===== config.mk =====
export PLATFORM = sky130hd
export DESIGN_NAME = ipid_accum
export DESIGN_NICKNAME = d
export VERILOG_FILES = /design/src/hdl/ipid_pkg.sv /design/src/hdl/ipid_accum.sv
export SDC_FILE = /design/constraint.sdc
export NUM_CORES = 1
export LEC_CHECK = 0
export BUFFER_PORTS_ARGS = -buffer_cell sky130_fd_sc_hd__buf_2
export CORE_UTILIZATION = 55
export DETAILED_ROUTE_END_ITERATION = 16
export MAX_ROUTING_LAYER = met4
export PLACE_DENSITY_LB_ADDON = 0.08
export SLEW_MARGIN = 20
export SYNTH_ARGS = -nofsm -noshare
export SYNTH_HDL_FRONTEND = slang
export SYNTH_SLANG_ARGS = --single-unit

===== constraint.sdc =====
create_clock -name clk -period 26.2 [get_ports clk]
set_clock_uncertainty 0.2 [all_clocks]
set_input_delay 1.31 -clock clk [delete_from_list [all_inputs] [get_ports clk]]
set_output_delay 1.31 -clock clk [all_outputs]
set_load 0.01 [all_outputs]

===== src/hdl/ipid_pkg.sv =====
`default_nettype none

package ipid_pkg;

	localparam int FRAC_BITS = 16;
	localparam int DATA_W    = 32;
	localparam int ZONE_W    = 31;
	localparam int CFG_IDX_W = 3;

	// one turn and half a turn in degrees, scaled to the fixed-point format
	localparam logic [63:0] FULL_TURN = 64'd360 << FRAC_BITS;
	localparam logic [63:0] HALF_TURN = 64'd180 << FRAC_BITS;

	// reciprocal of a full turn for the quotient estimate, off by at most one
	localparam int          RECIP_SHIFT = 40;
	localparam logic [63:0] RECIP       = (64'd1 << RECIP_SHIFT) / FULL_TURN;
	localparam int          RECIP_W     = $clog2(RECIP + 64'd1);
	localparam int          PROD_W      = DATA_W + RECIP_W;
	localparam int          QUO_W       = $clog2(((64'd1 << DATA_W) / FULL_TURN) + 64'd2);
	localparam int          WRAP_W      = 35;

	localparam logic [ZONE_W-1:0]        RST_LIMIT   = 31'd65536000;
	localparam logic signed [DATA_W-1:0] RST_OUT_MAX = 32'sd65536000;
	localparam logic signed [DATA_W-1:0] RST_OUT_MIN = -32'sd65536000;

	localparam logic signed [63:0] SAT_HI = 64'sd2147483647;
	localparam logic signed [63:0] SAT_LO = -64'sd2147483648;

	typedef enum logic [1:0] {
		KIND_PLAIN,
		KIND_ANGLE,
		KIND_ANTIWINDUP,
		KIND_CLEAR
	} kind_t;

	typedef enum logic [CFG_IDX_W-1:0] {
		REG_GAIN_P,
		REG_GAIN_I,
		REG_GAIN_D,
		REG_INTEG_BOUND,
		REG_OUTPUT_MAX,
		REG_OUTPUT_MIN,
		REG_ERROR_ZONE,
		REG_OUTPUT_ZONE
	} cfg_reg_t;

	typedef struct packed {
		kind_t                      kind;
		logic signed [DATA_W-1:0]   setpoint;
		logic signed [DATA_W-1:0]   feedback;
	} in_req_t;

	typedef struct packed {
		logic signed [DATA_W-1:0]   drive;
		logic signed [DATA_W-1:0]   error_used;
		logic                       clamped;
	} out_rsp_t;

	typedef struct packed {
		logic signed [DATA_W-1:0]   gain_p;
		logic signed [DATA_W-1:0]   gain_i;
		logic signed [DATA_W-1:0]   gain_d;
		logic [ZONE_W-1:0]          integ_bound;
		logic signed [DATA_W-1:0]   output_max;
		logic signed [DATA_W-1:0]   output_min;
		logic [ZONE_W-1:0]          error_zone;
		logic [ZONE_W-1:0]          output_zone;
	} cfg_t;

	typedef struct packed {
		kind_t                      kind;
		logic signed [DATA_W-1:0]   err;
	} err_item_t;

	typedef struct packed {
		kind_t                      kind;
		logic signed [DATA_W-1:0]   err;
		logic signed [DATA_W+1:0]   pd;
		logic signed [DATA_W+2:0]   pdi;
		logic signed [DATA_W-1:0]   di;
	} inc_item_t;

	function automatic logic signed [DATA_W-1:0] sat32(input logic signed [63:0] v);
		logic signed [DATA_W-1:0] r;
		if (v > SAT_HI) begin
			r = DATA_W'(SAT_HI);
		end else if (v < SAT_LO) begin
			r = DATA_W'(SAT_LO);
		end else begin
			r = DATA_W'(v);
		end
		return r;
	endfunction

	function automatic logic [DATA_W-1:0] abs32(input logic signed [DATA_W-1:0] v);
		return v[DATA_W-1] ? DATA_W'(-v) : DATA_W'(v);
	endfunction

	// arithmetic shift floors toward minus infinity
	function automatic logic signed [DATA_W-1:0] scale(input logic signed [63:0] p);
		return sat32(p >>> FRAC_BITS);
	endfunction

endpackage

`default_nettype wire


===== src/hdl/ipid_accum.sv =====
`default_nettype none

module ipid_accum import ipid_pkg::*; (
	input  logic      clk,
	input  logic      arst_n,
	input  logic      up_valid,
	output logic      up_ready,
	input  inc_item_t up_item,
	input  cfg_t      cfg,
	output logic      out_valid,
	input  logic      out_stall,
	output out_rsp_t  out_rsp
);

	logic                     valid_q;
	out_rsp_t                 rsp_q;
	logic signed [DATA_W-1:0] int_q, drv_q;
	logic                     take;

	logic signed [DATA_W+4:0] base, aw, sum_x;
	logic                     drop;
	logic signed [DATA_W+1:0] lim, di_a, tmp, di_f;
	logic signed [DATA_W-1:0] int_c, sum_sat, sum_clamp, drv_c;
	logic                     clamp_c;

	assign up_ready  = !valid_q || !out_stall;
	assign take      = up_valid && up_ready;
	assign out_valid = valid_q;
	assign out_rsp   = rsp_q;

	always_comb begin
		base = (DATA_W+5)'(drv_q) + (DATA_W+5)'(up_item.pd);
		aw   = (DATA_W+5)'(drv_q) + (DATA_W+5)'(up_item.pdi);
		// anti-windup drops the integral step when the drive would run past a limit
		drop = (up_item.kind == KIND_ANTIWINDUP) &&
			((up_item.err > 0 && aw > (DATA_W+5)'(cfg.output_max)) ||
			 (up_item.err < 0 && aw < (DATA_W+5)'(cfg.output_min)));
		di_a = drop ? '0 : (DATA_W+2)'(up_item.di);
		lim  = $signed({3'b000, cfg.integ_bound});
		tmp  = (DATA_W+2)'(int_q) + di_a;
		priority if (tmp > lim) begin
			di_f  = lim - (DATA_W+2)'(int_q);
			int_c = DATA_W'(lim);
		end else if (tmp < -lim) begin
			di_f  = -lim - (DATA_W+2)'(int_q);
			int_c = DATA_W'(-lim);
		end else begin
			di_f  = di_a;
			int_c = DATA_W'(tmp);
		end
		sum_x   = base + (DATA_W+5)'(di_f);
		sum_sat = sat32(64'(sum_x));
		// upper bound wins when the sum lies past both limits (inverted limits)
		priority if (sum_sat > cfg.output_max) begin
			sum_clamp = cfg.output_max;
			clamp_c   = 1'b1;
		end else if (sum_sat < cfg.output_min) begin
			sum_clamp = cfg.output_min;
			clamp_c   = 1'b1;
		end else begin
			sum_clamp = sum_sat;
			clamp_c   = 1'b0;
		end
		drv_c = (abs32(sum_clamp) <= {1'b0, cfg.output_zone}) ? '0 : sum_clamp;
	end

	always_ff @(posedge clk or negedge arst_n) begin
		if (!arst_n) begin
			valid_q <= 1'b0;
			int_q   <= '0;
			drv_q   <= '0;
		end else begin
			if (up_ready) valid_q <= up_valid;
			if (take) begin
				if (up_item.kind == KIND_CLEAR) begin
					int_q <= '0;
					drv_q <= '0;
				end else begin
					int_q <= int_c;
					drv_q <= drv_c;
				end
			end
		end
	end

	always_ff @(posedge clk) begin
		if (take) begin
			if (up_item.kind == KIND_CLEAR) begin
				rsp_q <= '0;
			end else begin
				rsp_q.drive      <= drv_c;
				rsp_q.error_used <= up_item.err;
				rsp_q.clamped    <= clamp_c;
			end
		end
	end

endmodule

`default_nettype wire


# After elaboration in Yosys (flattened, before gate mapping)

Index checks and enable logic that the tools add are counted.
Widths: inputs -> output; s select.

Register bits after elaboration: 130
Input bits: 392
Logic and storage cells: 50

Add/sub/neg operators: 8
Magnitude comparators: 11
Equal/unequal tests: 2
Multiplexer cells: 15
Reduce and logical (&&, ||, !) cells: 8

Operator list:

| kind                 | count |
|---|---|
| $mux 32              | 10 |
| $mux 34              | 3 |
| $add 32x35->36       | 1 |
| $add 35x34->36       | 1 |
| $gt 36x32->1         | 1 |
| $gt 36x32->1 const B | 1 |
| $lt 36x32->1         | 1 |
| $lt 36x32->1 const B | 1 |
| $add 32x34->35       | 1 |
| $add 32x34->34       | 1 |
| $gt 34x32->1         | 1 |
| $lt 34x34->1         | 1 |
| $neg 31->34          | 1 |
| $sub 34x32->34       | 1 |
| $sub 32x32->33       | 1 |
| $gt 32x1->1 const B  | 1 |
| $gt 32x32->1         | 1 |
| $le 32x31->1         | 1 |
| $lt 32x1->1 const B  | 1 |
| $lt 32x32->1         | 1 |
| $neg 32->32          | 1 |
| $eq 2x2->1 const B   | 2 |
| $logic_and 1x1->1    | 4 |
| $logic_not 1->1      | 2 |
| 2 further kinds      | 4 |

# Logic depth before layout (Yosys ltp)

Word-level depth: 22
Depth in mapped cells: 118

# Worst setup path after synthesis

Ideal clock, no wire load.

Path kind: input to register
Start point: in up_item[32] in the netlist's numbering
End point: reg rsp_q, in the netlist out_rsp[48], data pin
Data arrival time: 22.186 ns
Required time: 25.723 ns
Setup slack: 3.536 ns
Cell stages on the path: 110
Path buffers: 14
Path through: ha_1 fa_1 a21o_1 a21oi_1 o21bai_1 a21oi_1 o21bai_1 a21oi_1 o21ai_0 o211ai_1 a31o_2 o21ai_0 or2_2 a21oi_1 xnor2_1 ha_1 nor2b_1 o21ai_0 (+74 left out) ha_1 a21o_1 a21oi_1 nor2b_1 o21ai_0 nand2b_1 a21oi_1 nor2b_1 o21ai_0 a31oi_1 o31a_1 o21ai_0 nand2b_1 a21oi_1 a21oi_1 a41oi_2 buf_2 nor3_2

Word-level cells in the longest chain between the ends: 21
Elaborated cells on any way between the ends: 26
Classes of those cells: 4 x add/sub; 9 x order compare; 9 x mux; 4 x reduce/logical

Ends and longest elaborated chain:

| what                                         | RTL line                           | text |
|---|---|---|
| from (decl)                                  | ipid_accum.sv:8                    | `input inc_item_t up_item,` |
| $add 32x35->36 *                             | ipid_accum.sv:33                   | `aw = (DATA_W+5)'(drv_q) + (DATA_W+5)'(up_item.pdi);` |
| $gt 36x32->1 or $lt 36x32->1 (tied branches) | ipid_accum.sv:36, ipid_accum.sv:37 |  |
| $logic_and 1x1->1, on equally long branches  | ipid_accum.sv:36, ipid_accum.sv:37 |  |
| $logic_or 1x1->1 *                           | ipid_accum.sv:36                   | `((up_item.err > 0 && aw > (DATA_W+5)'(cfg.output_max)) \|\|` |
| $logic_and 1x1->1 *                          | ipid_accum.sv:35                   | `drop = (up_item.kind == KIND_ANTIWINDUP) &&` |
| $mux 34 *                                    | ipid_accum.sv:38                   | `di_a = drop ? '0 : (DATA_W+2)'(up_item.di);` |
| $add 32x34->34                               | ipid_accum.sv:40                   | `tmp = (DATA_W+2)'(int_q) + di_a;` |
| $lt 34x34->1                                 | ipid_accum.sv:44                   | `end else if (tmp < -lim) begin` |
| (+5 left out)                                | -                                  |  |
| $mux 32 *                                    | ipid_pkg.sv:85                     | `if (v > SAT_HI) begin` |
| $lt 32x32->1                                 | ipid_accum.sv:57                   | `end else if (sum_sat < cfg.output_min) begin` |
| $mux 32                                      | ipid_accum.sv:57                   |  |
| $mux 32 *                                    | ipid_accum.sv:54                   | `priority if (sum_sat > cfg.output_max) begin` |
| $neg 32->32                                  | ipid_pkg.sv:96                     | `return v[DATA_W-1] ? DATA_W'(-v) : DATA_W'(v);` |
| $mux 32                                      | ipid_pkg.sv:96                     |  |
| $le 32x31->1                                 | ipid_accum.sv:64                   | `drv_c = (abs32(sum_clamp) <= {1'b0, cfg.output_zone}) ? '0 : sum_clamp;` |
| $mux 32 *                                    | ipid_accum.sv:64                   |  |
| to (decl)                                    | ipid_accum.sv:16                   | `out_rsp_t rsp_q;` |

Every way passes the cells marked *; elsewhere a longest branch is shown, timed or not.
A chain may end at the register's enable or synchronous reset.

# Worst setup path in the final report

Start point: in up_item[32] in the netlist's numbering
End point: reg rsp_q, in the netlist out_rsp[52], data pin

Same word-level chain as after synthesis.

==> out/results.env <==
OUTCOME='finished, final reports clean'
TIMING.MAX_SLEW.REL_SLACK=0.376
CRITPATHCAPTURETYPE='flip-flop'
WORSTMARGINPINSLEW_PS=926
CTS_HOLD_BUF=0
CLKSLEWWORSTSETUPHOLDPATHS_PS=70
FIRST_GLOBAL_VIAS=21200
CTS_MADE_BUFFERS=17
GRT_USAGE=0.357
IO_PINS=459
SEQCELLAREA_UM2=3580
TIMING.FINAL.CRIT_SHARE=0.948
AREA_USED_BY_MULTI_INPUT_COMBINATIONAL_LOGIC_UM2=17700
FF2FF_SETUP_SLACK_PS=1880
NETLIST_TOP_CELLS_AREA='sky130_fd_sc_hd__ha_1 (22%), sky130_fd_sc_hd__edfxtp_1 (8.7%), sky130_fd_sc_hd__dfrtp_1 (7.2%)'
DRC_VIOLATIONS_LEFT=0
NFILLCELLS=3559
DETAIL_ROUTE.ITER0.VIOLATIONS=1586
DESIGN.DIE.AREA_UM2=41700
POST_SYNTHESIS_REGISTER_BIT_COUNT=130
SETUP.WORST_PATH.END='out_rsp[52]'
SLOWEST_STAGE='sky130_fd_sc_hd__a2111oi_0'
SYNTH-WARNING-COUNT=0
FMAX_MHz=40.3
FINALMAXSLEWVIOLATIONS=0
VIAS_PER_CELL=6.03
TRITONCTS_CLOCK_TREE='built'
WORSTSKEWPAIRLATENCY_PS=460
SYNTHESIS.NETS=3669
HPWL_DETAILED_UM=61200
SETUP_TOTAL_NEGATIVE_SLACK_PS=0
WORST-ENDPOINT-REQUIRED_PS=26300
CTS_SINKS=130
WORSTSETUPPATHDEPTH=94
CELL_TYPE_WITH_THE_HIGHEST_AGGREGATE_AREA_IN_THE_NETLIST='sky130_fd_sc_hd__ha_1'
START_KIND='input port'
GLOBALPLACE.CONGESTION=0.964
CRIT_FANOUT=37
DETAILEDROUTE.FIRSTPASSITERATIONCOUNT=5
SYN-CELL-AREA_UM2=22500
AVGROUTEDWIREPERCELL_UM=19.9
STARTPOINT_OF_THE_MOST_CRITICAL_SETUP_PATH='up_item[32]'
FINAL_NETS=3963
GRT-OVFL-TOTAL=0
ROW_COUNT=73
BUFFER_PORTS.INSERTED=331
FINALWORSTPATHREQUIREDPERIOD_PS=24830
DIEWIDTH_UM=204
POST_SYNTH_EDFFS=65
START_UTIL=0.563
YOSYS.CELL_COUNT.TOP_TYPE='sky130_fd_sc_hd__ha_1'
SYNTH_FLOP_CELL='sky130_fd_sc_hd__edfxtp_1'
SYNTHESIS.AREA_PER_INSTANCE_UM2=7.91
FLOW.AREA_GROWTH_FROM_SYNTHESIS_PCT=13.1
CRIT_PATH_MAX_INCR_DELAY_PS=690
FF2FF_PATH_DEPTH=93
NUM_VIAS=22200
SYNTH_TOP_AREA_SHARE=0.219
ROUTED_WIRELENGTH_UM=73100
PIN_COUNT_OF_THE_BIGGEST_NET_ENTERING_GLOBAL_ROUTING=92
SETUP-VIOLATIONS-FINAL=0
POSTROUTEANTENNANETS=0
CLOCKBUFFERDEPTH=2
GRT_ANTENNA_BEFORE_REPAIR=4
WORSTREG2REGEND='out_rsp[52]'
CRITPATHARRIVALTIME_PS=24940
DRIVE_GT1_FRAC=0.146
WORSTHOLDSTART='out_valid'
CP_CLASS='in -> reg'
SYNTHARSTFLOPSHARE=0.500
CP.BUFFERS_INVERTERS=6
SYN_INST=2844
TIMING.FINAL.HOLD_VIOLATIONS=0
YS_TOP_CELLS_BY_COUNT='sky130_fd_sc_hd__ha_1 (394), sky130_fd_sc_hd__inv_1 (262), sky130_fd_sc_hd__a21oi_1 (246)'
CRITICAL_PATH.TOP_DELAY_FAMILY='compound AO/OA/AOI/OAI gates'
SYNTHDISTINCTLIBCELLS=92
HOLD_CLASS='reg -> reg'
HTREEDEPTH=4
RSZ0062_AT_GRT='no'
SEQ_AREA_FRAC_SYNTH=0.159
CORE_AREA_UM2=40000
R2R-START='drv_q[0]'
CTS.ROOT.BUFFER_CELL='sky130_fd_sc_hd__clkbuf_16'
DIE_HEIGHT_UM=204
GRT_PASS1_WL_UM=112000
DRV.MAX_CAP_VIOLATION_COUNT=0
==> cell families (layout without fill, tap and decap cells) <==
logic type	count (synthesis)	in the layout	synth area share
flops	130	130	0.159
fa+ha+maj	433	433	0.254
xor+xnor	188	188	0.0732
other cells	0	4	0
buf+inv	351	658	0.0597
simple gates	863	863	0.196
compound gates	859	859	0.249
mux	20	20	0.00923
==> layer usage <==
layer / part of all wire / GRT usage / vias to the layer above / routed length, µm
li1: - / - / 11000 / -
met1: 0.44 / 0.466 / 10300 / 32400
met2: 0.46 / 0.575 / 824 / 33300
met3: 0.072 / 0.0427 / 93 / 5260
met4: 0.028 / 0.110 / 0 / 2050
met5: 0 / - / - / 0
==> placed cells by master, fill, tap and decap left out, types with 73 or more instances in the layout <==
cell / count
sky130_fd_sc_hd__ha_1: 394
sky130_fd_sc_hd__buf_2: 331
sky130_fd_sc_hd__inv_1: 262
sky130_fd_sc_hd__a21oi_1: 245
sky130_fd_sc_hd__nor2_1: 223
sky130_fd_sc_hd__nand2_1: 170
sky130_fd_sc_hd__o21ai_0: 165
sky130_fd_sc_hd__xnor2_1: 129
sky130_fd_sc_hd__a21o_1: 109
sky130_fd_sc_hd__and2_1: 73
==> registers in the layout, summed over array words and instances, names as in the netlist <==
signal     flops
int_q         32
out_rsp       65
drv_q         32
out_valid      1
==> through the flow <==
stage,worst slack (ps),cells,utilization,area (µm²),hold WS [ps]
floorplan,3540,2844,-,22500,275
CTS,1270,3675,0.635,25400,340
global placement,1180,3643,0.620,24800,295
finish,1370,3680,0.636,25500,336
global route,17.2,3680,0.636,25500,374
detailed placement,831,3643,0.620,24800,326
==> area by class of cell <==
type / count / area share
multi-input cells: 2363 / 0.695
flip-flops and latches: 130 / 0.141
repair buffers: 363 / 0.0765
inverters: 263 / 0.0388
well taps: 525 / 0.0258
clock buffers: 17 / 0.0167
clock inverters: 15 / 0.00644
diodes: 4 / 0.000393
==> worst min-delay path: cells and delay by family (launching register included) <==
| family | cells | cell delay [ps] |
|---|---|---|
| simple gates | 2 | 170 |
| flops | 1 | 340 |
==> worst min-delay path by stage <==
stage                end  slack, ps  cells after the start
4_1_cts        out_valid        340                      2
5_1_grt        int_q[25]        370                      2
6_report       out_valid        340                      2
2_1_floorplan  drv_q[29]        270                      2
3_3_place_gp   out_valid        290                      2
3_5_place_dp   out_valid        330                      2
==> timing repair <==
item                                    in CTS  in global routing
endpoints found under the setup margin       0                 64
resized for setup                            0                  3
buffers inserted                             0                  1
Power is not shown: default switching activity piles up to over one toggle a cycle in this logic, so the estimate is an artifact.
