==> src/hdl/ipid_pkg.sv <==
`default_nettype none

package ipid_pkg;

	localparam int FRAC_BITS = 16;
	localparam int DATA_W    = 32;
	localparam int ZONE_W    = 31;
	localparam int CFG_IDX_W = 3;

	// one turn and half a turn in degrees, scaled to the fixed-point format
	localparam logic [63:0] FULL_TURN = 64'd360 << FRAC_BITS;
	localparam logic [63:0] HALF_TURN = 64'd180 << FRAC_BITS;

	// reciprocal of a full turn for the quotient estimate, off by at most one
	localparam int          RECIP_SHIFT = 40;
	localparam logic [63:0] RECIP       = (64'd1 << RECIP_SHIFT) / FULL_TURN;
	localparam int          RECIP_W     = $clog2(RECIP + 64'd1);
	localparam int          PROD_W      = DATA_W + RECIP_W;
	localparam int          QUO_W       = $clog2(((64'd1 << DATA_W) / FULL_TURN) + 64'd2);
	localparam int          WRAP_W      = 35;

	localparam logic [ZONE_W-1:0]        RST_LIMIT   = 31'd65536000;
	localparam logic signed [DATA_W-1:0] RST_OUT_MAX = 32'sd65536000;
	localparam logic signed [DATA_W-1:0] RST_OUT_MIN = -32'sd65536000;

	localparam logic signed [63:0] SAT_HI = 64'sd2147483647;
	localparam logic signed [63:0] SAT_LO = -64'sd2147483648;

	typedef enum logic [1:0] {
		KIND_PLAIN,
		KIND_ANGLE,
		KIND_ANTIWINDUP,
		KIND_CLEAR
	} kind_t;

	typedef enum logic [CFG_IDX_W-1:0] {
		REG_GAIN_P,
		REG_GAIN_I,
		REG_GAIN_D,
		REG_INTEG_BOUND,
		REG_OUTPUT_MAX,
		REG_OUTPUT_MIN,
		REG_ERROR_ZONE,
		REG_OUTPUT_ZONE
	} cfg_reg_t;

	typedef struct packed {
		kind_t                      kind;
		logic signed [DATA_W-1:0]   setpoint;
		logic signed [DATA_W-1:0]   feedback;
	} in_req_t;

	typedef struct packed {
		logic signed [DATA_W-1:0]   drive;
		logic signed [DATA_W-1:0]   error_used;
		logic                       clamped;
	} out_rsp_t;

	typedef struct packed {
		logic signed [DATA_W-1:0]   gain_p;
		logic signed [DATA_W-1:0]   gain_i;
		logic signed [DATA_W-1:0]   gain_d;
		logic [ZONE_W-1:0]          integ_bound;
		logic signed [DATA_W-1:0]   output_max;
		logic signed [DATA_W-1:0]   output_min;
		logic [ZONE_W-1:0]          error_zone;
		logic [ZONE_W-1:0]          output_zone;
	} cfg_t;

	typedef struct packed {
		kind_t                      kind;
		logic signed [DATA_W-1:0]   err;
	} err_item_t;

	typedef struct packed {
		kind_t                      kind;
		logic signed [DATA_W-1:0]   err;
		logic signed [DATA_W+1:0]   pd;
		logic signed [DATA_W+2:0]   pdi;
		logic signed [DATA_W-1:0]   di;
	} inc_item_t;

	function automatic logic signed [DATA_W-1:0] sat32(input logic signed [63:0] v);
		logic signed [DATA_W-1:0] r;
		if (v > SAT_HI) begin
			r = DATA_W'(SAT_HI);
		end else if (v < SAT_LO) begin
			r = DATA_W'(SAT_LO);
		end else begin
			r = DATA_W'(v);
		end
		return r;
	endfunction

	function automatic logic [DATA_W-1:0] abs32(input logic signed [DATA_W-1:0] v);
		return v[DATA_W-1] ? DATA_W'(-v) : DATA_W'(v);
	endfunction

	// arithmetic shift floors toward minus infinity
	function automatic logic signed [DATA_W-1:0] scale(input logic signed [63:0] p);
		return sat32(p >>> FRAC_BITS);
	endfunction

endpackage

`default_nettype wire

==> src/hdl/ipid_error.sv <==
`default_nettype none

module ipid_error import ipid_pkg::*; (
	input  logic      clk,
	input  logic      arst_n,
	input  logic      up_valid,
	output logic      up_ready,
	input  in_req_t   up_req,
	input  cfg_t      cfg,
	output logic      dn_valid,
	input  logic      dn_ready,
	output err_item_t dn_item
);

	logic v_s1, v_s2, v_s3, v_s4;
	logic rdy_s1, rdy_s2, rdy_s3, rdy_s4;

	in_req_t                  req_s1;
	kind_t                    kind_s2, kind_s3;
	logic signed [DATA_W:0]   raw_s2, raw_s3;
	logic [DATA_W-1:0]        mag_s2;
	logic [QUO_W-1:0]         quo_s2;
	logic [DATA_W-1:0]        rem_s3;
	err_item_t                item_s4;

	logic signed [DATA_W:0]   raw_c;
	logic [DATA_W-1:0]        mag_c;
	logic [PROD_W-1:0]        recip_prod;
	logic [QUO_W-1:0]         quo_c;
	logic [63:0]              turns;
	logic [DATA_W-1:0]        rem0;
	logic [DATA_W-1:0]        rem_c;
	logic signed [WRAP_W-1:0] half_s, full_s;
	logic signed [WRAP_W-1:0] rem_ext, rem_sgn, wrap1, wrap2, val;
	logic signed [DATA_W-1:0] err_sat, err_c;

	assign rdy_s4   = !v_s4 || dn_ready;
	assign rdy_s3   = !v_s3 || rdy_s4;
	assign rdy_s2   = !v_s2 || rdy_s3;
	assign rdy_s1   = !v_s1 || rdy_s2;
	assign up_ready = rdy_s1;
	assign dn_valid = v_s4;
	assign dn_item  = item_s4;

	// stage 2: raw difference and quotient estimate by reciprocal
	always_comb begin
		raw_c      = (DATA_W+1)'(req_s1.setpoint) - (DATA_W+1)'(req_s1.feedback);
		mag_c      = raw_c[DATA_W] ? DATA_W'(-raw_c) : DATA_W'(raw_c);
		recip_prod = PROD_W'(mag_c) * PROD_W'(RECIP);
		quo_c      = QUO_W'(recip_prod >> RECIP_SHIFT);
	end

	// stage 3: remainder of the magnitude, one correction step
	always_comb begin
		turns = 64'(quo_s2) * FULL_TURN;
		rem0  = DATA_W'(64'(mag_s2) - turns);
		rem_c = (64'(rem0) >= FULL_TURN) ? DATA_W'(64'(rem0) - FULL_TURN) : rem0;
	end

	// stage 4: sign of the remainder follows the difference, fold angle requests into (-half, half]
	always_comb begin
		half_s  = $signed(WRAP_W'(HALF_TURN));
		full_s  = $signed(WRAP_W'(FULL_TURN));
		rem_ext = $signed({3'b000, rem_s3});
		rem_sgn = raw_s3[DATA_W] ? -rem_ext : rem_ext;
		wrap1   = (rem_sgn > half_s) ? rem_sgn - full_s : rem_sgn;
		wrap2   = (wrap1 <= -half_s) ? wrap1 + full_s : wrap1;
		val     = (kind_s3 == KIND_ANGLE) ? wrap2 : WRAP_W'(raw_s3);
		err_sat = sat32(64'(val));
		err_c   = (abs32(err_sat) < {1'b0, cfg.error_zone}) ? '0 : err_sat;
	end

	always_ff @(posedge clk or negedge arst_n) begin
		if (!arst_n) begin
			v_s1 <= 1'b0;
			v_s2 <= 1'b0;
			v_s3 <= 1'b0;
			v_s4 <= 1'b0;
		end else begin
			if (rdy_s1) v_s1 <= up_valid;
			if (rdy_s2) v_s2 <= v_s1;
			if (rdy_s3) v_s3 <= v_s2;
			if (rdy_s4) v_s4 <= v_s3;
		end
	end

	always_ff @(posedge clk) begin
		if (up_valid && rdy_s1) begin
			req_s1 <= up_req;
		end
		if (v_s1 && rdy_s2) begin
			kind_s2 <= req_s1.kind;
			raw_s2  <= raw_c;
			mag_s2  <= mag_c;
			quo_s2  <= quo_c;
		end
		if (v_s2 && rdy_s3) begin
			kind_s3 <= kind_s2;
			raw_s3  <= raw_s2;
			rem_s3  <= rem_c;
		end
		if (v_s3 && rdy_s4) begin
			item_s4.kind <= kind_s3;
			item_s4.err  <= err_c;
		end
	end

endmodule

`default_nettype wire

==> config.mk <==
export PLATFORM = sky130hd
export DESIGN_NAME = ipid_error
export DESIGN_NICKNAME = d
export VERILOG_FILES = /design/src/hdl/ipid_pkg.sv /design/src/hdl/ipid_error.sv
export SDC_FILE = /design/constraint.sdc
export NUM_CORES = 1
export LEC_CHECK = 0
export BUFFER_PORTS_ARGS = -buffer_cell sky130_fd_sc_hd__buf_2
export CAP_MARGIN = 40
export CORE_AREA = 2 2 241 243
export CTS_CLUSTER_SIZE = 8
export DETAILED_ROUTE_END_ITERATION = 16
export DIE_AREA = 0 0 243 245
export PLACE_DENSITY = 0.58
export SLEW_MARGIN = 10
export SYNTH_ARGS = -nofsm -noshare
export SYNTH_HDL_FRONTEND = slang
export SYNTH_SLANG_ARGS = --single-unit
==> constraint.sdc <==
create_clock -name clk -period 32.5 [get_ports clk]
set_input_delay 0 -clock clk [delete_from_list [all_inputs] [get_ports clk]]
set_output_delay 0 -clock clk [all_outputs]
set_load 0.01 [all_outputs]
Word level (Yosys, flattened, before mapping)
Cells that the tools add are included.
Storage, ports and cells
  word-level logic and storage cells: 54
  input port bits: 323
  output and inout bits: 36
  register bits: 246
Cells by class
  mux-type cells: 9
  multipliers: 2
  reduce and logical (&&, ||, !) cells: 12
  order comparisons: 6
  equality and inequality tests: 1
  add/subtract/negate cells: 8
Operators by type and width (count)
  two-way mux 32 bit: 5
  two-way mux 35 bit: 4
  negation 32 bit: 2
  multiplier 32 x 16 -> 48 bit (second input constant): 1
  adder 35 x 26 -> 35 bit (second input constant): 1
  > comparator 35 x 25 -> 1 bit (second input constant): 1
  > comparator 35 x 32 -> 1 bit (second input constant): 1
  less-or-equal comparator 35 x 25 -> 1 bit (second input constant): 1
  < comparator 35 x 32 -> 1 bit (second input constant): 1
  negation 32 -> 35 bit: 1
  subtractor 35 x 26 -> 35 bit (second input constant): 1
  subtractor 32 x 32 -> 33 bit: 1
  greater-or-equal comparator 32 x 25 -> 1 bit (second input constant): 1
  < comparator 32 x 31 -> 1 bit: 1
  subtractor 32 x 25 -> 32 bit (second input constant): 1
  subtractor 32 bit: 1
  multiplier 8 x 6 -> 13 bit (second input constant): 1
  logical AND 1 bit: 4
  logical NOT 1 bit: 4
  logical OR 1 bit: 4
  == test 2 x 1 -> 1 bit (second input constant): 1

Depth between registers and ports, before layout
Gate-level depths: netlist of the first run.
  depth in word-level cells: 13
  gate-level depth with buffers: 54
  depth with buffers taken out: 49

Least setup slack after synthesis of the first run
OpenSTA, ideal clock, no wires.
  kind: register to register
  from: reg req_s1[32] in the netlist's numbering
  to: reg quo_s2[7] (data pin)
  library setup time: 0.260 ns
  path buffers: 1
  slack: 22.178 ns
  required time: 32.240 ns
  clock period less this slack: 10.322 ns
  stages on the path, launching flop included: 43
  arrival: 10.062 ns
  cell sequence: edfxtp_1 inv_1 ha_1 inv_1 fa_1 a21o_1 a21oi_1 o21bai_1 a21oi_1 o21bai_1 a21o_1 a211o_1 a21oi_1 o21a_1 o311ai_0 a31o_2 o21a_1 o21a_1 [7 not listed] fa_1 fa_1 fa_1 fa_1 fa_1 ha_1 a21o_1 a211oi_1 nand2_1 nor4_1 o21ai_0 o2111ai_1 a21oi_1 a41o_1 or4_1 a31oi_1 o21bai_1 xnor2_1
On the way
  word-level cells in the longest chain between the ends: 4
RTL lines
  from (decl): line ipid_error.sv:18  | in_req_t req_s1;
  from (signal assigned): line ipid_error.sv:89  | req_s1 <= up_req;
  subtractor 32 x 32 -> 33 bit *: line ipid_error.sv:47  | raw_c = (DATA_W+1)'(req_s1.setpoint) - (DATA_W+1)'(req_s1.feedback);
  negation 32 bit: line ipid_error.sv:48  | mag_c = raw_c[DATA_W] ? DATA_W'(-raw_c) : DATA_W'(raw_c);
  two-way mux 32 bit *: line ipid_error.sv:48
  named net mag_c[17]: line ipid_error.sv:27  | logic [DATA_W-1:0] mag_c;
  multiplier 32 x 16 -> 48 bit *: line ipid_error.sv:49  | recip_prod = PROD_W'(mag_c) * PROD_W'(RECIP);
  named net recip_prod[47]: line ipid_error.sv:28  | logic [PROD_W-1:0] recip_prod;
  to (signal assigned): line ipid_error.sv:95  | quo_s2 <= quo_c;
  to (decl): line ipid_error.sv:22  | logic [QUO_W-1:0] quo_s2;
Mark *: on every way through the listed nets, which the timed path passes. The rest lies on a longest branch.
A chain may end at the register's enable or synchronous reset.

Worst setup path in the final report of the first run
Same ends and word-level chain as after synthesis.

==> flow_metrics.py, run 1 <==
metrics = {
    "logic_synthesis": {
        "yosysUniqueCellTypes": 97,
        "synthFlopType": "edfxtp_1",
        "synth_area_sq_mm": 0.0237,
        "ys_warn_count": 0,
        "synth_most_common_cell": "inv_1",
        "synth_top_area_cell": "edfxtp_1",
        "synth_top_area_share_pct": 30.4,
        "seq_area_frac_synth_pct": 30.8,
        "syn_nets": 3101,
        "synthTopCellsByArea": "edfxtp_1, fa_1, ha_1, inv_1, xnor2_1",
        "netlist_top_cells_count": "inv_1, ha_1, edfxtp_1, fa_1, nor2_1",
        "postSynthAreaPerCell_sq_um": 10.3,
        "ys_ff_latch": 244,
        "synth-edff-count": 240,
        "netlist_instances": 2305,
        "async_flop_share_pct": 1.64,
    },
    "worst_setup_path": {
        "cp_slowest_cell": "xnor2_1",
        "critPathRequiredTime_ns": 32.78,
        "path_class": "register to register",
        "crit_fanout": 26,
        "crit_path_end_kind": "register",
        "cpPeakStageDelay_ns": 0.62,
        "crit_arrival_ns": 12.35,
        "crit_buf_inv": 8,
        "crit_family": "compound AO/OA/AOI/OAI gates",
        "crit_path_start_kind": "register",
        "crit_top_cell": "fa_1",
    },
    "floorplanning": {
        "start_util_pct": 41.6,
        "die_width_microns": 243,
        "die_y_microns": 245,
        "fp.coreArea_sq_mm": 0.0570,
        "rows": 88,
        "die-area_sq_mm": 0.0595,
        "ios": 359,
    },
    "clock_network": {
        "clk_pin_slew_ns": 0.06,
        "cts_buffers": 37,
        "cts_tree": "built",
        "clk_latency_ns": 0.57,
        "cts_resized": 0,
        "cts-root-buf": "clkbuf_16",
        "htree_num_levels": 2,
        "clockBufferDepth": 3,
        "clock_sinks": 244,
    },
    "place": {
        "hpwl_mm": 46.4,
        "gp_congestion": 0.931,
        "dp.cells": 3185,
        "place_area_sq_mm": 0.0255,
        "port_buffers": 136,
    },
    "timing": {
        "fin_skew_ns": 0.0313,
        "fin_crit_sh_pct": 37.1,
        "tightestPinTransition_ns": 0.971,
        "post-route-min-period_ns": 12.06,
        "fmax_mhz": 82.9,
        "hold_viol_final": 0,
        "finalSetupViolations": 0,
        "drv_slew": 0,
        "relSlewSlack_pct": 34.8,
        "grt_setup_unrepaired": "no",
        "tns_ns": 0,
    },
    "final_layout": {
        "fin_cells": 3306,
        "syn2layout_area_growth_pct": 14.7,
        "multi_input_area_sq_mm": 0.0149,
        "drive_gt1_share_pct": 11.5,
        "nets": 3326,
        "final_area_sq_mm": 0.0272,
        "register_area_sq_mm": 0.00731,
        "num_antenna_cells": 0,
        "fillCellCount": 5281,
    },
    "min_path": {
        "hold_path.class": "input port to register",
    },
    "detailed_routing": {
        "drc": 0,
        "routedWlPerCell_microns": 17.6,
        "routed_wirelength_mm": 58.2,
        "first_iter_violations": 1006,
        "vias": 17400,
        "drtAntennaViolNets": 0,
        "drtPass1Iterations": 5,
        "viasPerCell": 5.27,
    },
    "global_route": {
        "overflow": 0,
        "grt_first_pass_wirelength_mm": 93.8,
        "antenna_found_initial": 0,
        "grt_usage_pct": 19.8,
        "grt_pass1_vias": 17700,
        "grt_max_degree": 70,
    },
    "job": {
        "drv_cap": 0,
    },
    "outcome": {
        "status": "finished, final reports clean",
    },
}
-- cells by family after synthesis --
group,Yosys count,synth area share (%)
AOI/OAI and AO/OA,466,13.0
xor gates and xnor gates,169,6.23
adders and majority gates,473,31.0
buffers and inverters,398,6.49
DFF,244,30.8
muxes,14,0.622
and+or+nand+nor,541,11.9
-- per-layer routing --
| metal | track usage (%) | routed length (microns) | up-vias |
|---|---|---|---|
| met5 | 0 | 0 | - |
| met4 | 5.94 | 1590 | 0 |
| met3 | 2.76 | 3020 | 98 |
| met2 | 33.7 | 28000 | 471 |
| met1 | 26.2 | 25600 | 8383 |
| li1 | - | - | 8457 |
-- cell type report --
cell class / count / area share, %
Tap cell: 765 / 3.51
Sequential cell: 244 / 26.8
Clock inverter: 6 / 0.381
Timing Repair Buffer: 246 / 6.31
Inverter: 338 / 4.66
Clock buffer: 44 / 3.53
Multi-Input combinational cell: 1663 / 54.8
-- timing repair --
action / in CTS / in global routing
hold endpoints to repair: 85 / 0
hold buffers: 71 / 0
setup buffers: 0 / 0
-- worst register-to-register path: cells and delay by family (launching register included) --
kind | cells | cell delay [ns]
AOI/OAI and AO/OA | 23 | 4.83
adders and majority gates | 9 | 3.65
buffers and inverters | 8 | 1.16
and+or+nand+nor | 4 | 1.05
xor gates and xnor gates | 2 | 0.76
DFF | 1 | 0.37
-- final timing paths --
path	startpoint	endpoint	slack, ns	cells after the start
max	req_s1[32]$_DFFE_PP_	quo_s2[7]$_DFFE_PP_	20.44	46
min	up_req[20]	req_s1[20]$_DFFE_PP_	0.13	2
max reg2reg	req_s1[32]$_DFFE_PP_	quo_s2[7]$_DFFE_PP_	20.44	46
min reg2reg	raw_s2[25]$_DFFE_PP_	raw_s3[25]$_DFFE_PP_	0.41	0
max in group asynchronous	arst_n	v_s3$_DFFE_PN0P_	31.90	3
min in group asynchronous	arst_n	v_s1$_DFFE_PN0N_	0.42	3
-- state kept, by name, summed over array words and instances, names as in the netlist --
signal	cells
dn_item	34
rem_s3	31
quo_s2	8
raw_s3	33
raw_s2	32
kind_s2	2
dn_valid	1
v_s2	1
req_s1	66
mag_s2	32
kind_s3	2
v_s3	1
v_s1	1
-- metrics by stage --
step / hold slack, ns / utilization [%] / setup WS, ns
after detailed placement: -0.178 / 44.6 / 20.43
after floorplan: -0.296 / - / 22.18
after global routing: 0.126 / 47.8 / 19.56
after global placement: -0.188 / 44.4 / 20.18
after CTS: 0.0951 / 47.8 / 20.36
final: 0.135 / 47.8 / 20.44
-- cell usage in the layout, fill, tap and decap left out, types with 6 or more instances in the layout --
cell and count:
a31oi_1 21, nand3_1 31, and3_1 12, o21ai_1 11, or2_2 11, mux2_2 6
nand4_1 22, inv_1 337, or3_1 23, a21o_1 30, buf_4 36, clkbuf_16 37
a22oi_1 10, xor2_1 65, nor2_2 11, o211ai_1 16, dlygate4sd3_1 71, nand2b_1 22
clkbuf_1 6, edfxtp_1 240, a21oi_1 126, o21a_1 19, nor3_1 49, a211o_1 13
o21ai_0 97, nor2b_1 30, xnor2_1 104, a211oi_1 12, o21bai_1 10, o31ai_1 21
nor2_1 129, buf_2 136, fa_1 193, nand2_1 125, ha_1 280, mux2i_1 8
nor4_1 7, and4_1 9, and2_1 19
Power of run 1 is left out: the tool's default activity adds up to more than one toggle a clock period on the data nets, which glitch-free logic cannot reach.
==> run 2: changes to the inputs <==
--- a/config.mk
+++ b/config.mk
@@ -5,13 +5,14 @@
 export SDC_FILE = /design/constraint.sdc
 export NUM_CORES = 1
 export LEC_CHECK = 0
+export ABC_AREA = 1
 export BUFFER_PORTS_ARGS = -buffer_cell sky130_fd_sc_hd__buf_2
 export CAP_MARGIN = 40
-export CORE_AREA = 2 2 241 243
+export CORE_AREA = 2 2 243 245
 export CTS_CLUSTER_SIZE = 8
 export DETAILED_ROUTE_END_ITERATION = 16
-export DIE_AREA = 0 0 243 245
-export PLACE_DENSITY = 0.58
+export DIE_AREA = 0 0 245 247
+export PLACE_DENSITY = 0.6
 export SLEW_MARGIN = 10
 export SYNTH_ARGS = -nofsm -noshare
 export SYNTH_HDL_FRONTEND = slang
==> constraint.sdc (replaced) <==
create_clock -name clk -period 9.75 [get_ports clk]
set_input_delay 0 -clock clk [delete_from_list [all_inputs] [get_ports clk]]
set_output_delay 0 -clock clk [all_outputs]
set_load 0.01 [all_outputs]
==> flow_metrics.py, run 2 <==
metrics = {
    "outcome": {
        "status": "finished, final reports clean",
    },
    "logic_synthesis": {
        "synth_area_sq_mm": 0.0242,
        "syn_nets": 3484,
        "synth_top_area_cell": "edfxtp_1",
        "postSynthAreaPerCell_sq_um": 8.99,
        "netlist_instances": 2688,
        "synthTopCellsByArea": "edfxtp_1, fa_1, ha_1, inv_1, nand2_1",
        "synth_top_area_share_pct": 29.8,
        "ys_ff_latch": 244,
        "async_flop_share_pct": 1.64,
        "yosysUniqueCellTypes": 52,
        "seq_area_frac_synth_pct": 30.3,
        "synthFlopType": "edfxtp_1",
        "netlist_top_cells_count": "inv_1, nand2_1, ha_1, edfxtp_1, fa_1",
        "synth-edff-count": 240,
        "ys_warn_count": 0,
        "synth_most_common_cell": "inv_1",
    },
    "final_layout": {
        "final_area_sq_mm": 0.0286,
        "fin_cells": 3828,
        "num_antenna_cells": 0,
        "final_common_cell": "inv_1",
        "drive_gt1_share_pct": 16.4,
        "fillCellCount": 5469,
        "final_cell_mix": "inv_1, nand2_1, ha_1, edfxtp_1, fa_1",
        "nets": 3837,
        "largest_reg_flops": 66,
        "syn2layout_area_growth_pct": 18.4,
        "largest-register": "req_s1",
    },
    "timing": {
        "hold_viol_final": 0,
        "holdWs_ns": 0.130,
        "relSlewSlack_pct": 44.5,
        "fin_skew_ns": 0.0337,
        "fin_crit_sh_pct": 95.1,
        "post-route-min-period_ns": 9.27,
        "drv_slew": 0,
        "finalSetupViolations": 0,
        "tightestPinTransition_ns": 0.833,
        "fmax_mhz": 108,
    },
    "worst_setup_path": {
        "timing.rr.end": "quo_s2[7]$_DFFE_PP_",
        "cpPeakStageDelay_ns": 0.54,
        "cp_slowest_cell": "fa_1",
        "crit_start": "req_s1[32]$_DFFE_PP_",
        "r2r_start": "req_s1[32]$_DFFE_PP_",
        "path_class": "register to register",
        "critPathRequiredTime_ns": 10.06,
        "rr_worst_depth": 47,
        "crit_arrival_ns": 9.58,
        "crit_path_end_kind": "register",
        "crit_fanout": 7,
        "crit_path_start_kind": "register",
        "r2r_slack_ns": 0.48,
    },
    "floorplanning": {
        "die_width_microns": 245,
        "die-area_sq_mm": 0.0605,
        "die_y_microns": 247,
        "fp.coreArea_sq_mm": 0.0582,
        "rows": 89,
        "start_util_pct": 41.5,
        "ios": 359,
    },
    "place": {
        "place_area_sq_mm": 0.0267,
        "hpwl_mm": 50.4,
        "port_buffers": 136,
        "dp.cells": 3705,
        "gp_congestion": 0.932,
    },
    "min_path": {
        "hold_path.class": "input port to register",
        "whs_endpoint": "req_s1[20]$_DFFE_PP_",
        "hold_start": "up_req[20]",
        "min_delay_path_depth": 2,
    },
    "global_route": {
        "antenna_found_initial": 1,
        "overflow": 0,
        "grt_max_degree": 70,
        "grt_usage_pct": 20.4,
        "grt_first_pass_wirelength_mm": 97.3,
        "grt_pass1_vias": 18900,
    },
    "clock_network": {
        "clock_sinks": 244,
        "clk_pin_slew_ns": 0.06,
        "htree_num_levels": 2,
        "clockBufferDepth": 3,
        "cts-root-buf": "clkbuf_16",
        "cts_buffers": 37,
        "cts_tree": "built",
        "clk_latency_ns": 0.58,
    },
    "detailed_routing": {
        "viasPerCell": 4.87,
        "vias": 18700,
        "first_iter_violations": 927,
        "drtPass1Iterations": 5,
        "drc": 0,
        "routed_wirelength_mm": 60.7,
        "routedWlPerCell_microns": 15.9,
        "drtAntennaViolNets": 0,
    },
    "job": {
        "drv_cap": 0,
    },
}
run 2: area by class of cell:
class,instances,area [sq um],area share (%)
tap,773,967,3.38
multi-input combinational,1859,14700,51.5
inverter,552,2070,7.25
timing repair buffer,347,2480,8.69
clock inverter,7,85.1,0.298
sequential,244,7310,25.6
clock buffer,46,960,3.36
run 2: worst max-delay path by stage:
stage / to / depth (start not counted)
after detailed placement: quo_s2[7]$_DFFE_PP_ / 47
after global placement: quo_s2[4]$_DFFE_PP_ / 47
after floorplan: quo_s2[4]$_DFFE_PP_ / 47
after CTS: quo_s2[4]$_DFFE_PP_ / 47
after global routing: quo_s2[7]$_DFFE_PP_ / 47
final: quo_s2[7]$_DFFE_PP_ / 47
run 2: cell families after synthesis:
family,after synthesis,share of synthesized area [%]
AND/OR/NAND/NOR,957,17.7
buffers and inverters,585,9.54
adder cells (fa/ha/maj),473,30.5
AO/OA/AOI/OAI,301,7.41
flip-flops,244,30.3
XOR/XNOR,128,4.64
run 2: stage by stage:
step / setup TNS, ns / setup slack, ns / util, %
floorplan: 0 / 0.649 / -
global placement: 0 / 0.109 / 45.7
detailed placement: 0 / 0.0325 / 45.8
CTS: 0 / 0.00348 / 48.8
global route: -0.147 / -0.0385 / 49.1
finish: 0 / 0.478 / 49.1
run 2: routing by layer:
| layer | global-route usage (%) | vias to the layer above | wire [microns] |
|---|---|---|---|
| li1 | - | 9318 | - |
| met1 | 25.9 | 8877 | 26400 |
| met2 | 35.5 | 372 | 30000 |
| met3 | 3.01 | 89 | 2700 |
| met4 | 6.87 | 0 | 1670 |
| met5 | 0 | - | 0 |
run 2: worst max-delay path, delay by kind of cell (launching register included):
kind | cells | cell delay (ns)
AO/OA/AOI/OAI | 14 | 2.10
XOR/XNOR | 2 | 0.23
flip-flops | 1 | 0.35
adder cells (fa/ha/maj) | 9 | 3.79
AND/OR/NAND/NOR | 12 | 1.50
buffers and inverters | 10 | 1.03
run 2: what timing repair did:
action	CTS	global route
endpoints found under the setup margin	1	8
pin swaps	0	7
hold buffers	70	0
setup buffers	0	0
endpoints found under the hold margin	74	0
resized for setup	1	39
Power of run 2 is left out for the same reason.
==> run 3: changes to the inputs <==
--- a/config.mk
+++ b/config.mk
@@ -5,13 +5,13 @@
 export SDC_FILE = /design/constraint.sdc
 export NUM_CORES = 1
 export LEC_CHECK = 0
-export ABC_AREA = 1
+export ABC_AREA = 0
 export BUFFER_PORTS_ARGS = -buffer_cell sky130_fd_sc_hd__buf_2
 export CAP_MARGIN = 40
-export CORE_AREA = 2 2 243 245
+export CORE_AREA = 2 2 241 243
 export CTS_CLUSTER_SIZE = 8
 export DETAILED_ROUTE_END_ITERATION = 16
-export DIE_AREA = 0 0 245 247
+export DIE_AREA = 0 0 243 245
 export PLACE_DENSITY = 0.6
 export SLEW_MARGIN = 10
 export SYNTH_ARGS = -nofsm -noshare
==> flow_metrics.py, run 3 (synthesized netlist as in run 1, its figures left out) <==
metrics = {
    "final_layout": {
        "final_core_utilization_pct": 53.3,
        "num_antenna_cells": 0,
        "drive_gt1_share_pct": 24.7,
        "largest-register": "req_s1",
        "fin_cells": 3607,
        "nets": 3621,
        "fillCellCount": 5133,
        "final_cell_mix": "inv_1, buf_4, ha_1, edfxtp_1, fa_1",
        "final_common_cell": "inv_1",
        "largest_reg_flops": 66,
        "final_area_sq_mm": 0.0304,
        "syn2layout_area_growth_pct": 28.2,
    },
    "worst_setup_path": {
        "cp_slowest_cell": "fa_1",
        "crit_path_start_kind": "register",
        "r2r_slack_ns": -0.03,
        "crit_path_end_kind": "register",
        "critPathRequiredTime_ns": 10.03,
        "rr_worst_depth": 39,
        "crit_fanout": 4,
        "path_class": "register to register",
        "cpPeakStageDelay_ns": 0.53,
        "crit_arrival_ns": 10.07,
        "crit_top_cell": "fa_1",
    },
    "detailed_routing": {
        "first_iter_violations": 938,
        "drtAntennaViolNets": 0,
        "viasPerCell": 5.15,
        "routedWlPerCell_microns": 17.6,
        "drc": 0,
        "vias": 18600,
        "drtPass1Iterations": 5,
        "routed_wirelength_mm": 63.4,
    },
    "global_route": {
        "overflow": 0,
        "grt_pass1_vias": 18900,
        "grt_first_pass_wirelength_mm": 99.3,
        "grt_max_degree": 70,
        "antenna_found_initial": 0,
        "grt_usage_pct": 21.2,
    },
    "clock_network": {
        "clockBufferDepth": 3,
        "htree_num_levels": 2,
        "cts-root-buf": "clkbuf_16",
        "clk_latency_ns": 0.57,
        "cts_buffers": 37,
        "cts_tree": "built",
        "clk_pin_slew_ns": 0.06,
        "clock_sinks": 244,
    },
    "floorplanning": {
        "die-area_sq_mm": 0.0595,
        "fp.coreArea_sq_mm": 0.0570,
        "ios": 359,
        "die_y_microns": 245,
        "rows": 88,
        "start_util_pct": 41.6,
        "die_width_microns": 243,
    },
    "timing": {
        "post-route-min-period_ns": 9.78,
        "grt_setup_unrepaired": "yes",
        "hold_viol_final": 0,
        "fmax_mhz": 102,
        "tns_ns": -0.0335,
        "relSlewSlack_pct": 39.9,
        "fin_crit_sh_pct": 100,
        "setup_ws_ns": -0.0320,
        "finalSetupViolations": 2,
        "drv_slew": 0,
        "fin_skew_ns": 0.0328,
        "tightestPinTransition_ns": 0.894,
    },
    "place": {
        "port_buffers": 136,
        "gp_congestion": 0.975,
        "dp.cells": 3433,
        "place_area_sq_mm": 0.0275,
        "hpwl_mm": 51.2,
    },
    "min_path": {
        "hold_path.class": "input port to register",
        "min_delay_path_depth": 2,
    },
    "job": {
        "drv_cap": 0,
    },
    "outcome": {
        "violations": "negative setup slack",
        "status": "complete, but fails checks",
    },
}
run 3: changes by cell type in the layout (fill, tap and decap cells not counted), moves of 26 or more:
cell,before,now
xor2_1,92,64
nor2_1,178,127
nor2b_1,0,29
nand3_1,96,29
a21o_1,4,30
xnor2_1,35,87
buf_4,138,323
nand2_1,512,116
inv_1,527,328
nand2_2,36,6
nor3_1,18,47
run 3: layout make-up:
type | instances | area, sq um | share of cell area [%]
Sequential cell | 244 | 7310 | 24.0
Inverter | 338 | 1270 | 4.18
Tap cell | 765 | 957 | 3.15
Clock inverter | 6 | 78.8 | 0.259
Timing Repair Buffer | 541 | 4030 | 13.2
Multi-Input combinational cell | 1663 | 15800 | 51.9
Clock buffer | 50 | 985 | 3.24
run 3: path summary, 6_finish.rpt:
check	start	end
worst min register to register	raw_s2[4]$_DFFE_PP_	raw_s3[4]$_DFFE_PP_
min in group asynchronous	arst_n	v_s1$_DFFE_PN0N_
worst min-delay path	up_req[33]	req_s1[33]$_DFFE_PP_
worst max register to register	req_s1[32]$_DFFE_PP_	quo_s2[7]$_DFFE_PP_
worst max-delay path	req_s1[32]$_DFFE_PP_	quo_s2[7]$_DFFE_PP_
max in group asynchronous	arst_n	v_s3$_DFFE_PN0P_
run 3: routing by layer:
metal	track usage (%)	vias up	part of all wire [%]
li1	-	9069	-
met1	26.5	8959	43
met2	37.4	432	49
met3	3.47	116	5.0
met4	6.64	0	3.2
met5	0	-	0
run 3: metrics by stage:
stage	worst slack [ns]	hold slack (ns)
floorplan	0.00342	-0.296
global placement	-0.597	-0.194
detailed placement	-0.794	-0.188
CTS	-0.259	0.107
global route	-0.427	0.121
finish	-0.0320	0.141
run 3: what timing repair did:
action                                  in CTS  in global routing
resized for setup                           94                 64
setup buffers                               28                 18
cloned                                       1                  0
endpoints found under the setup margin       8                 40
hold buffers                                71                  0
pin swaps                                   96                 42
hold endpoints to repair                    74                  0
run 3: critical path, delay by kind of cell (launching register included):
family	cells	cell delay [ns]
AOI/OAI and AO/OA	13	2.05
xor gates and xnor gates	3	0.45
adders and majority gates	9	3.71
buffers and inverters	7	0.78
DFF	1	0.39
and+or+nand+nor	7	2.14
Power of run 3 is left out for the same reason.
